### config.mk
export PLATFORM = sky130hd
export DESIGN_NAME = link_arq_sequence_controller
export DESIGN_NICKNAME = d
export VERILOG_FILES = /design/src/sv/lasc_pkg.sv /design/src/sv/link_arq_sequence_controller.sv
export SDC_FILE = /design/constraint.sdc
export NUM_CORES = 2
export LEC_CHECK = 0
export BUFFER_PORTS_ARGS = -buffer_cell sky130_fd_sc_hd__clkbuf_2
export CELL_PAD_IN_SITES_DETAIL_PLACEMENT = 0
export CELL_PAD_IN_SITES_GLOBAL_PLACEMENT = 2
export CORE_MARGIN = 2
export CORE_UTILIZATION = 41
export CTS_CLUSTER_SIZE = 40
export DETAILED_ROUTE_END_ITERATION = 7
export PLACE_DENSITY_LB_ADDON = 0.1
export SYNTH_ARGS = -nofsm -noshare
export SYNTH_HDL_FRONTEND = slang
export SYNTH_SLANG_ARGS = --single-unit
### constraint.sdc
create_clock -name aclk -period 17.65 [get_ports aclk]
set_input_delay 3.53 -clock aclk [delete_from_list [all_inputs] [get_ports aclk]]
set_output_delay 3.53 -clock aclk [all_outputs]
set_load 0.005 [all_outputs]
### src/sv/lasc_pkg.sv
`default_nettype none
package lasc_pkg;

    // request kinds carried in the action field
    typedef enum logic [1:0] {
        ACT_SEND    = 2'd0,
        ACT_RECEIVE = 2'd1,
        ACT_TIMEOUT = 2'd2
    } action_t;

    // verdict codes of a result word
    typedef enum logic [3:0] {
        VERDICT_NONE        = 4'd0,
        VERDICT_SHORT       = 4'd1,
        VERDICT_CRC         = 4'd2,
        VERDICT_STALE       = 4'd3,
        VERDICT_DUPLICATE   = 4'd4,
        VERDICT_SINGLE      = 4'd5,
        VERDICT_DOUBLE      = 4'd6,
        VERDICT_SECOND_HALF = 4'd7,
        VERDICT_MALFORMED   = 4'd8
    } verdict_t;

    // configuration register indexes
    localparam logic [1:0] CFG_TIMEOUT_TICKS     = 2'd0;
    localparam logic [1:0] CFG_RESEND_STEP_TICKS = 2'd1;

    localparam logic [15:0] TIMEOUT_TICKS_RESET     = 16'd60;
    localparam logic [15:0] RESEND_STEP_TICKS_RESET = 16'd4;

    // ring and header constants
    localparam logic [31:0] RING_HIGH_MASK = 32'hffffff00;
    localparam logic [7:0]  STALE_WINDOW   = 8'd32;
    localparam logic [31:0] SEQ_SPAN       = 32'd256;
    localparam logic [10:0] MIN_FRAME      = 11'd5;
    localparam logic [10:0] SINGLE_OFFSET  = 11'd3;
    localparam logic [10:0] DOUBLE_OFFSET  = 11'd5;
    localparam logic [10:0] DOUBLE_HEADER  = 11'd7;

    // one accepted input word
    typedef struct packed {
        logic [1:0]  action;
        logic [3:0]  peer;
        logic [31:0] now;
        logic [10:0] frame_length;
        logic        crc_ok;
        logic [7:0]  rx_seq_byte;
        logic [7:0]  rx_flags_byte;
        logic [7:0]  rx_ack_byte;
        logic [10:0] rx_first_length;
    } item_t;

    // one result word
    typedef struct packed {
        logic [3:0]  verdict;
        logic [10:0] first_offset;
        logic [10:0] first_length;
        logic [10:0] second_offset;
        logic [10:0] second_length;
        logic        tx_valid;
        logic        tx_double;
        logic [7:0]  tx_seq_byte;
        logic [7:0]  tx_flags_byte;
        logic [7:0]  tx_ack_byte;
    } result_t;

endpackage
`default_nettype wire

### src/sv/link_arq_sequence_controller.sv
// path: an accepted input word goes into the input register, then its result into the result
//   register; the per-peer state is read and written in between
// throughput: one word per cycle unless the result stalls, which holds the input register
// reset: aresetn synchronous active low; clears all per-peer state to zero,
//   timeout_ticks to 60, resend_step_ticks to 4 and both valid flags
`default_nettype none
module link_arq_sequence_controller
    import lasc_pkg::*;
#(
    parameter int PEERS           = 16,
    parameter int MAX_FRAME_BYTES = 2048
) (
    input  wire logic        aclk,
    input  wire logic        aresetn,
    // configuration write channel
    input  wire logic        cfg_valid,
    output logic             cfg_ready,
    input  wire logic [1:0]  cfg_index,
    input  wire logic [15:0] cfg_data,
    // input channel
    input  wire logic        s_valid,
    output logic             s_ready,
    input  wire logic [1:0]  s_action,
    input  wire logic [3:0]  s_peer,
    input  wire logic [31:0] s_now,
    input  wire logic [10:0] s_frame_length,
    input  wire logic        s_crc_ok,
    input  wire logic [7:0]  s_rx_seq_byte,
    input  wire logic [7:0]  s_rx_flags_byte,
    input  wire logic [7:0]  s_rx_ack_byte,
    input  wire logic [10:0] s_rx_first_length,
    // result channel
    output logic             m_valid,
    input  wire logic        m_ready,
    output logic [3:0]       m_verdict,
    output logic [10:0]      m_first_offset,
    output logic [10:0]      m_first_length,
    output logic [10:0]      m_second_offset,
    output logic [10:0]      m_second_length,
    output logic             m_tx_valid,
    output logic             m_tx_double,
    output logic [7:0]       m_tx_seq_byte,
    output logic [7:0]       m_tx_flags_byte,
    output logic [7:0]       m_tx_ack_byte
);

    localparam int PEER_W = $clog2(PEERS);

    // configuration registers
    logic [15:0] timeout_ticks_reg;
    logic [15:0] resend_step_ticks_reg;

    // per-peer state
    logic [7:0]  rx_expected_reg    [PEERS];
    logic [31:0] tx_place_reg       [PEERS];
    logic [31:0] tx_end_reg         [PEERS];
    logic [2:0]  error_tag_reg      [PEERS];
    logic [2:0]  fix_tag_reg        [PEERS];
    logic [2:0]  resend_tag_reg     [PEERS];
    logic [31:0] last_send_tick_reg [PEERS];

    // pipeline registers
    item_t   item_reg;
    logic    item_valid_reg;
    result_t result_reg;
    logic    result_valid_reg;

    logic advance;
    logic in_range;
    logic [PEER_W-1:0] peer_idx;

    // current state of the addressed peer
    logic [7:0]  rxe;
    logic [31:0] place;
    logic [31:0] endv;
    logic [2:0]  etag;
    logic [2:0]  ftag;
    logic [2:0]  rtag;
    logic [31:0] lst;

    // next state of the addressed peer
    logic [7:0]  rx_expected_next;
    logic [31:0] tx_place_next;
    logic [31:0] tx_end_next;
    logic [2:0]  error_tag_next;
    logic [2:0]  fix_tag_next;
    logic [2:0]  resend_tag_next;
    logic [31:0] last_send_tick_next;
    result_t     result_next;

    // receive path terms
    logic        rx_double;
    logic [31:0] rewind_place;
    logic [7:0]  seq_distance;
    logic        double_too_short;
    logic [10:0] second_part_length;

    // timeout path terms
    logic [31:0] lst_clamped;
    logic [32:0] deadline;
    logic [32:0] backoff_sum;
    logic        timeout_fire;

    // transmit header terms
    logic        emit_go;
    logic [31:0] emit_place;
    logic [31:0] emit_end;
    logic        emit_double;

    // handshakes
    assign advance   = item_valid_reg && (!result_valid_reg || m_ready);
    assign s_ready   = !item_valid_reg || advance;
    assign cfg_ready = 1'b1;

    // peer lookup
    assign in_range = ({28'd0, item_reg.peer} < 32'(PEERS));
    assign peer_idx = in_range ? PEER_W'(item_reg.peer) : '0;

    assign rxe   = rx_expected_reg[peer_idx];
    assign place = tx_place_reg[peer_idx];
    assign endv  = tx_end_reg[peer_idx];
    assign etag  = error_tag_reg[peer_idx];
    assign ftag  = fix_tag_reg[peer_idx];
    assign rtag  = resend_tag_reg[peer_idx];
    assign lst   = last_send_tick_reg[peer_idx];

    // fixed receive terms
    assign rx_double        = item_reg.rx_flags_byte[7];
    assign seq_distance     = rxe - item_reg.rx_seq_byte;
    assign double_too_short = ({1'b0, item_reg.frame_length}
                               < ({1'b0, item_reg.rx_first_length} + {1'b0, DOUBLE_HEADER}));
    assign second_part_length = item_reg.frame_length - item_reg.rx_first_length
                                - DOUBLE_HEADER;

    // rewind place from the peer's acknowledge byte
    always_comb begin
        rewind_place = (endv & RING_HIGH_MASK) + {24'd0, item_reg.rx_ack_byte};
        if ($signed(rewind_place) > $signed(endv)) begin
            rewind_place = rewind_place - SEQ_SPAN;
        end
    end

    // fixed timeout terms
    assign lst_clamped  = (item_reg.now < lst) ? item_reg.now : lst;
    assign deadline     = {1'b0, lst_clamped} + {17'd0, timeout_ticks_reg};
    assign backoff_sum  = {1'b0, lst_clamped} + {17'd0, resend_step_ticks_reg};
    assign timeout_fire = ({1'b0, item_reg.now} > deadline);

    // action logic and state update
    always_comb begin
        rx_expected_next    = rxe;
        tx_place_next       = place;
        tx_end_next         = endv;
        error_tag_next      = etag;
        fix_tag_next        = ftag;
        resend_tag_next     = rtag;
        last_send_tick_next = lst;
        result_next         = '0;
        result_next.verdict = VERDICT_NONE;
        emit_go             = 1'b0;
        emit_place          = place;
        emit_end            = endv;
        emit_double         = 1'b0;

        if (in_range) begin
            case (action_t'(item_reg.action))
                ACT_SEND: begin
                    tx_end_next         = endv + 32'd1;
                    last_send_tick_next = item_reg.now;
                    emit_go             = 1'b1;
                    emit_end            = endv + 32'd1;
                end
                ACT_RECEIVE: begin
                    if (item_reg.frame_length < MIN_FRAME) begin
                        result_next.verdict = VERDICT_SHORT;
                    end else if ({21'd0, item_reg.frame_length} > 32'(MAX_FRAME_BYTES)) begin
                        result_next.verdict = VERDICT_MALFORMED;
                    end else if (!item_reg.crc_ok) begin
                        error_tag_next      = ftag + 3'd1;
                        result_next.verdict = VERDICT_CRC;
                    end else begin
                        fix_tag_next = item_reg.rx_flags_byte[5:3];
                        if (item_reg.rx_flags_byte[2:0] != rtag) begin
                            resend_tag_next = rtag + 3'd1;
                            tx_place_next   = rewind_place;
                        end
                        if (item_reg.rx_seq_byte != rxe) begin
                            if (seq_distance > STALE_WINDOW) begin
                                error_tag_next      = item_reg.rx_flags_byte[5:3] + 3'd1;
                                result_next.verdict = VERDICT_STALE;
                            end else if (rx_double
                                         && (item_reg.rx_seq_byte + 8'd1) == rxe) begin
                                if (double_too_short) begin
                                    result_next.verdict = VERDICT_MALFORMED;
                                end else begin
                                    result_next.verdict      = VERDICT_SECOND_HALF;
                                    result_next.first_offset = item_reg.rx_first_length
                                                               + DOUBLE_OFFSET;
                                    result_next.first_length = second_part_length;
                                    rx_expected_next         = rxe + 8'd1;
                                end
                            end else begin
                                result_next.verdict = VERDICT_DUPLICATE;
                            end
                        end else if (!rx_double) begin
                            result_next.verdict      = VERDICT_SINGLE;
                            result_next.first_offset = SINGLE_OFFSET;
                            result_next.first_length = item_reg.frame_length - MIN_FRAME;
                            rx_expected_next         = rxe + 8'd1;
                        end else if (double_too_short) begin
                            result_next.verdict = VERDICT_MALFORMED;
                        end else begin
                            result_next.verdict       = VERDICT_DOUBLE;
                            result_next.first_offset  = DOUBLE_OFFSET;
                            result_next.first_length  = item_reg.rx_first_length;
                            result_next.second_offset = item_reg.rx_first_length
                                                        + DOUBLE_OFFSET;
                            result_next.second_length = second_part_length;
                            rx_expected_next          = rxe + 8'd2;
                        end
                    end
                end
                ACT_TIMEOUT: begin
                    last_send_tick_next = lst_clamped;
                    if (timeout_fire) begin
                        error_tag_next = ftag + 3'd1;
                        emit_go        = 1'b1;
                        if (place == endv && !place[31] && place != 32'd0) begin
                            emit_place          = place - 32'd1;
                            last_send_tick_next = item_reg.now;
                        end else begin
                            last_send_tick_next = backoff_sum[32] ? '1 : backoff_sum[31:0];
                        end
                    end
                end
                default: begin
                    result_next.verdict = VERDICT_NONE;
                end
            endcase
        end

        // transmit header of the next single or double
        if (emit_go && emit_place != emit_end) begin
            emit_double               = (emit_place + 32'd1) != emit_end;
            result_next.tx_valid      = 1'b1;
            result_next.tx_double     = emit_double;
            result_next.tx_seq_byte   = emit_place[7:0];
            result_next.tx_flags_byte = {emit_double, 1'b0, resend_tag_next, error_tag_next};
            result_next.tx_ack_byte   = rxe;
            tx_place_next             = emit_place + (emit_double ? 32'd2 : 32'd1);
        end
    end

    // configuration registers
    always_ff @(posedge aclk) begin
        if (!aresetn) begin
            timeout_ticks_reg     <= TIMEOUT_TICKS_RESET;
            resend_step_ticks_reg <= RESEND_STEP_TICKS_RESET;
        end else if (cfg_valid && cfg_ready) begin
            case (cfg_index)
                CFG_TIMEOUT_TICKS:     timeout_ticks_reg     <= cfg_data;
                CFG_RESEND_STEP_TICKS: resend_step_ticks_reg <= cfg_data;
                default: begin
                end
            endcase
        end
    end

    // per-peer state write
    always_ff @(posedge aclk) begin
        if (!aresetn) begin
            for (int i = 0; i < PEERS; i++) begin
                rx_expected_reg[i]    <= '0;
                tx_place_reg[i]       <= '0;
                tx_end_reg[i]         <= '0;
                error_tag_reg[i]      <= '0;
                fix_tag_reg[i]        <= '0;
                resend_tag_reg[i]     <= '0;
                last_send_tick_reg[i] <= '0;
            end
        end else if (advance && in_range) begin
            rx_expected_reg[peer_idx]    <= rx_expected_next;
            tx_place_reg[peer_idx]       <= tx_place_next;
            tx_end_reg[peer_idx]         <= tx_end_next;
            error_tag_reg[peer_idx]      <= error_tag_next;
            fix_tag_reg[peer_idx]        <= fix_tag_next;
            resend_tag_reg[peer_idx]     <= resend_tag_next;
            last_send_tick_reg[peer_idx] <= last_send_tick_next;
        end
    end

    // input register
    always_ff @(posedge aclk) begin
        if (!aresetn) begin
            item_valid_reg <= 1'b0;
        end else if (s_ready) begin
            item_valid_reg <= s_valid;
        end
    end

    always_ff @(posedge aclk) begin
        if (s_valid && s_ready) begin
            item_reg.action          <= s_action;
            item_reg.peer            <= s_peer;
            item_reg.now             <= s_now;
            item_reg.frame_length    <= s_frame_length;
            item_reg.crc_ok          <= s_crc_ok;
            item_reg.rx_seq_byte     <= s_rx_seq_byte;
            item_reg.rx_flags_byte   <= s_rx_flags_byte;
            item_reg.rx_ack_byte     <= s_rx_ack_byte;
            item_reg.rx_first_length <= s_rx_first_length;
        end
    end

    // result register
    always_ff @(posedge aclk) begin
        if (!aresetn) begin
            result_valid_reg <= 1'b0;
        end else if (advance) begin
            result_valid_reg <= 1'b1;
        end else if (m_ready) begin
            result_valid_reg <= 1'b0;
        end
    end

    always_ff @(posedge aclk) begin
        if (advance) begin
            result_reg <= result_next;
        end
    end

    assign m_valid         = result_valid_reg;
    assign m_verdict       = result_reg.verdict;
    assign m_first_offset  = result_reg.first_offset;
    assign m_first_length  = result_reg.first_length;
    assign m_second_offset = result_reg.second_offset;
    assign m_second_length = result_reg.second_length;
    assign m_tx_valid      = result_reg.tx_valid;
    assign m_tx_double     = result_reg.tx_double;
    assign m_tx_seq_byte   = result_reg.tx_seq_byte;
    assign m_tx_flags_byte = result_reg.tx_flags_byte;
    assign m_tx_ack_byte   = result_reg.tx_ack_byte;

endmodule
`default_nettype wire

==> results.cfg <==
[layout]
mostFrequentLayoutCells = nor2_1, edfxtp_1, mux4_2
fin_nets = 7629
areaGrowthSynthToFinish_pct = 12.1
drive_gt1_frac = 0.188
final-seq-area_mm2 = 0.0597
fin_cells = 10675
postLayoutCoreUtil = 0.463
layout_commonest_cell = nor2_1
fillers = 20873
multiInputGateArea_mm2 = 0.0341

[grt]
gr-total-overflow = 0
grt_start_max_net_pins = 115
antenna_found_initial = 10
track_usage = 0.281
grt_pass1_wl_um = 476000
grt_pass1_vias = 62772

[pwr]
seq_power_share = 0.456
internal_power_uw = 8560
pwr-share-comb = 0.174
switching_share = 0.287
p_leak_uw = 0.0379
peakVddDrop_mv = 0.0857
p_per_area_mw_per_mm2 = 111
clkPwrFrac = 0.369
switchingPower_uw = 3440

[timing]
timing.final.ws_setup_ps = 829
fmax_mhz = 59.4
tightestPinTransition_ps = 1350
tns_ps = 0
fin_crit_ps = 16820
setup_viol = 0
slew_viol_final = 0
slew_headroom = 0.0982
min_period_over_period = 0.953
fin_skew_ps = 37.9
finalHoldViolCount = 0
rsz0062_at_grt = no

[synthesis]
async_flop_share = 0
synth.distinct_cells = 106
ys_warn_count = 0
synth_area_leaders = edfxtp_1, mux4_2, nor2_1, ha_1, xnor2_1
synth-simple-area-share = 0.123
syn_area_mm2 = 0.0964
synthAdderAreaFrac = 0.0217
postSynthAreaPerCell_um2 = 13.3
ys.flop_type = edfxtp_1
yosysTopAreaCell = edfxtp_1
syn_nets = 7525
synthCells = 7253
synth_edf_count = 1964
synth_top_family_by_area = simple AND/OR/NAND/NOR gates
ys_seq_area_frac = 0.620
synth_compound_area_frac = 0.0544
synth-seq-cells = 2002
synthMuxAreaShare = 0.122
synth_xor_area_frac = 0.0270
yosys.area.top_type_share = 0.612

[placement]
preCtsSetupSlack_ps = 1110
dp_hpwl_um = 203000
place_inst = 10271
portBuffers = 181
globalplace.congestion = 0.945

[min_path]
hold_start = timeout_ticks_reg[9]
hold_class = flop to flop
min_to = timeout_ticks_reg[9]
worstHoldPathCells = 2

[worst_setup_path]
path_common_cell = a21oi_1
r2r_cells = 55
path_class = flop to flop
slowest_stage = nor4_1
max_stage_delay_ps = 760
crit_arrival_ps = 17410
ff2ff_setup_slack_ps = 830
cp_max_fo = 27
startpoint_type = flop
required_ps = 18240
crit_path_end_kind = flop
reg2reg_to = tx_place_reg[7][23]

[detailed_routing]
firstDrtPassIters = 8
num_vias = 63477
post_drt_wl_per_cell_um = 31.6
drcViolationCount = 0
ant_nets = 0
drt_iter0_markers = 7506
post_drt_via_cell_ratio = 5.95
wirelength_um = 337000

[floorplanning]
die_h_um = 489
die_w_um = 489
rows = 177
core_area_mm2 = 0.233
pin_count = 185
floorplan.initialDensity = 0.413
die-area_mm2 = 0.239

[clocking]
numCtsBuffers = 216
clk_path_buf_depth = 3
cts_tree = built
ctsHtreeMaxLevel = 4
cts_setup_buffers = 0
cts_root_buffer = clkbuf_16
cts_hold_buf = 0
cts.sinks = 2002
cts-resized-gates = 0
clkSlewWorstSetupHoldPaths_ps = 60
worstSkewPairLatency_ps = 900

[run_status]
status = completed

[job]
drv_cap = 0
## power groups by stage
stage,sequential (uW),combinational [uW],clock (uW)
after CTS,5480,2090,4490
after global placement,5570,2070,0
after floorplan,5550,1340,0
final,5470,2090,4430
after detailed placement,5570,2080,0
after global routing,5490,2240,4680
## logic make-up after synthesis
kind of cell | count (synthesis)
xor+xnor | 286
mux | 565
buf+inv | 694
flops | 2002
simple gates | 2839
fa+ha+maj | 164
compound gates | 701
other cells | 2
## stage by stage
step                      power [uW]  hold slack [ps]  cell area (um^2)
after floorplan                 6890              447             96400
after global placement          7640              463            101000
after detailed placement        7650              467            101000
after CTS                      12100              481            108000
after global routing           12400              509            108000
final                          12000              477            108000
## layout make-up
cell class	count	area share
Antenna cell	3	0.0000695
Clock buffer	269	0.0524
Clock inverter	132	0.0104
Inverter	126	0.00442
Multi-Input combinational cell	4557	0.315
Sequential cell	2002	0.553
Tap cell	3132	0.0363
Timing Repair Buffer	454	0.0282
## cell usage after synthesis (21+ instances only)
library cell and n:
ha_1 159, edfxtp_1 1964, nand4_1 56, clkbuf_1 374, buf_4 23, nand2b_1 30
nand3_1 77, nor4_1 31, o21ai_0 88, a31oi_1 23, a21boi_0 35, a211oi_1 21
xor2_1 87, mux2i_1 63, a221oi_1 46, nor2_1 2051, o21a_1 29, buf_6 30
and2_1 30, dfxtp_1 38, xnor2_1 192, a22o_1 28, inv_1 122, mux4_2 485
buf_1 41, nor3_1 62, a21oi_1 131, nor2b_1 29, a21o_1 27, nand2_1 328
buf_2 100, a22oi_1 77, and3_1 37
## worst max-delay path by stage
stage	end	slack (ps)	cells after the start
after global routing	tx_place_reg[14][23]	40	54
after detailed placement	tx_place_reg[7][23]	1110	55
after global placement	tx_place_reg[0][23]	1110	55
after floorplan	tx_place_reg[0][17]	150	73
after CTS	tx_place_reg[7][23]	1040	55
final	tx_place_reg[7][23]	830	55
## critical path, delay by kind of cell, from the launching register on
| kind | cells | cell delay (ps) |
|---|---|---|
| AOI/OAI and AO/OA | 20 | 5560 |
| xor gates and xnor gates | 4 | 570 |
| adders and majority gates | 5 | 1380 |
| buffers and inverters | 6 | 1720 |
| DFF | 1 | 600 |
| muxes | 2 | 1110 |
| and+or+nand+nor | 18 | 5460 |
## layer usage
metal  GRT usage  vias to the layer above  share of wire
met5           0                        -              0
met4      0.0543                        0          0.017
met3      0.0348                      345          0.072
met2       0.448                     2602           0.47
met1       0.416                    33553           0.44
li1            -                    26977              -
Power figures use the tool's default switching activity.
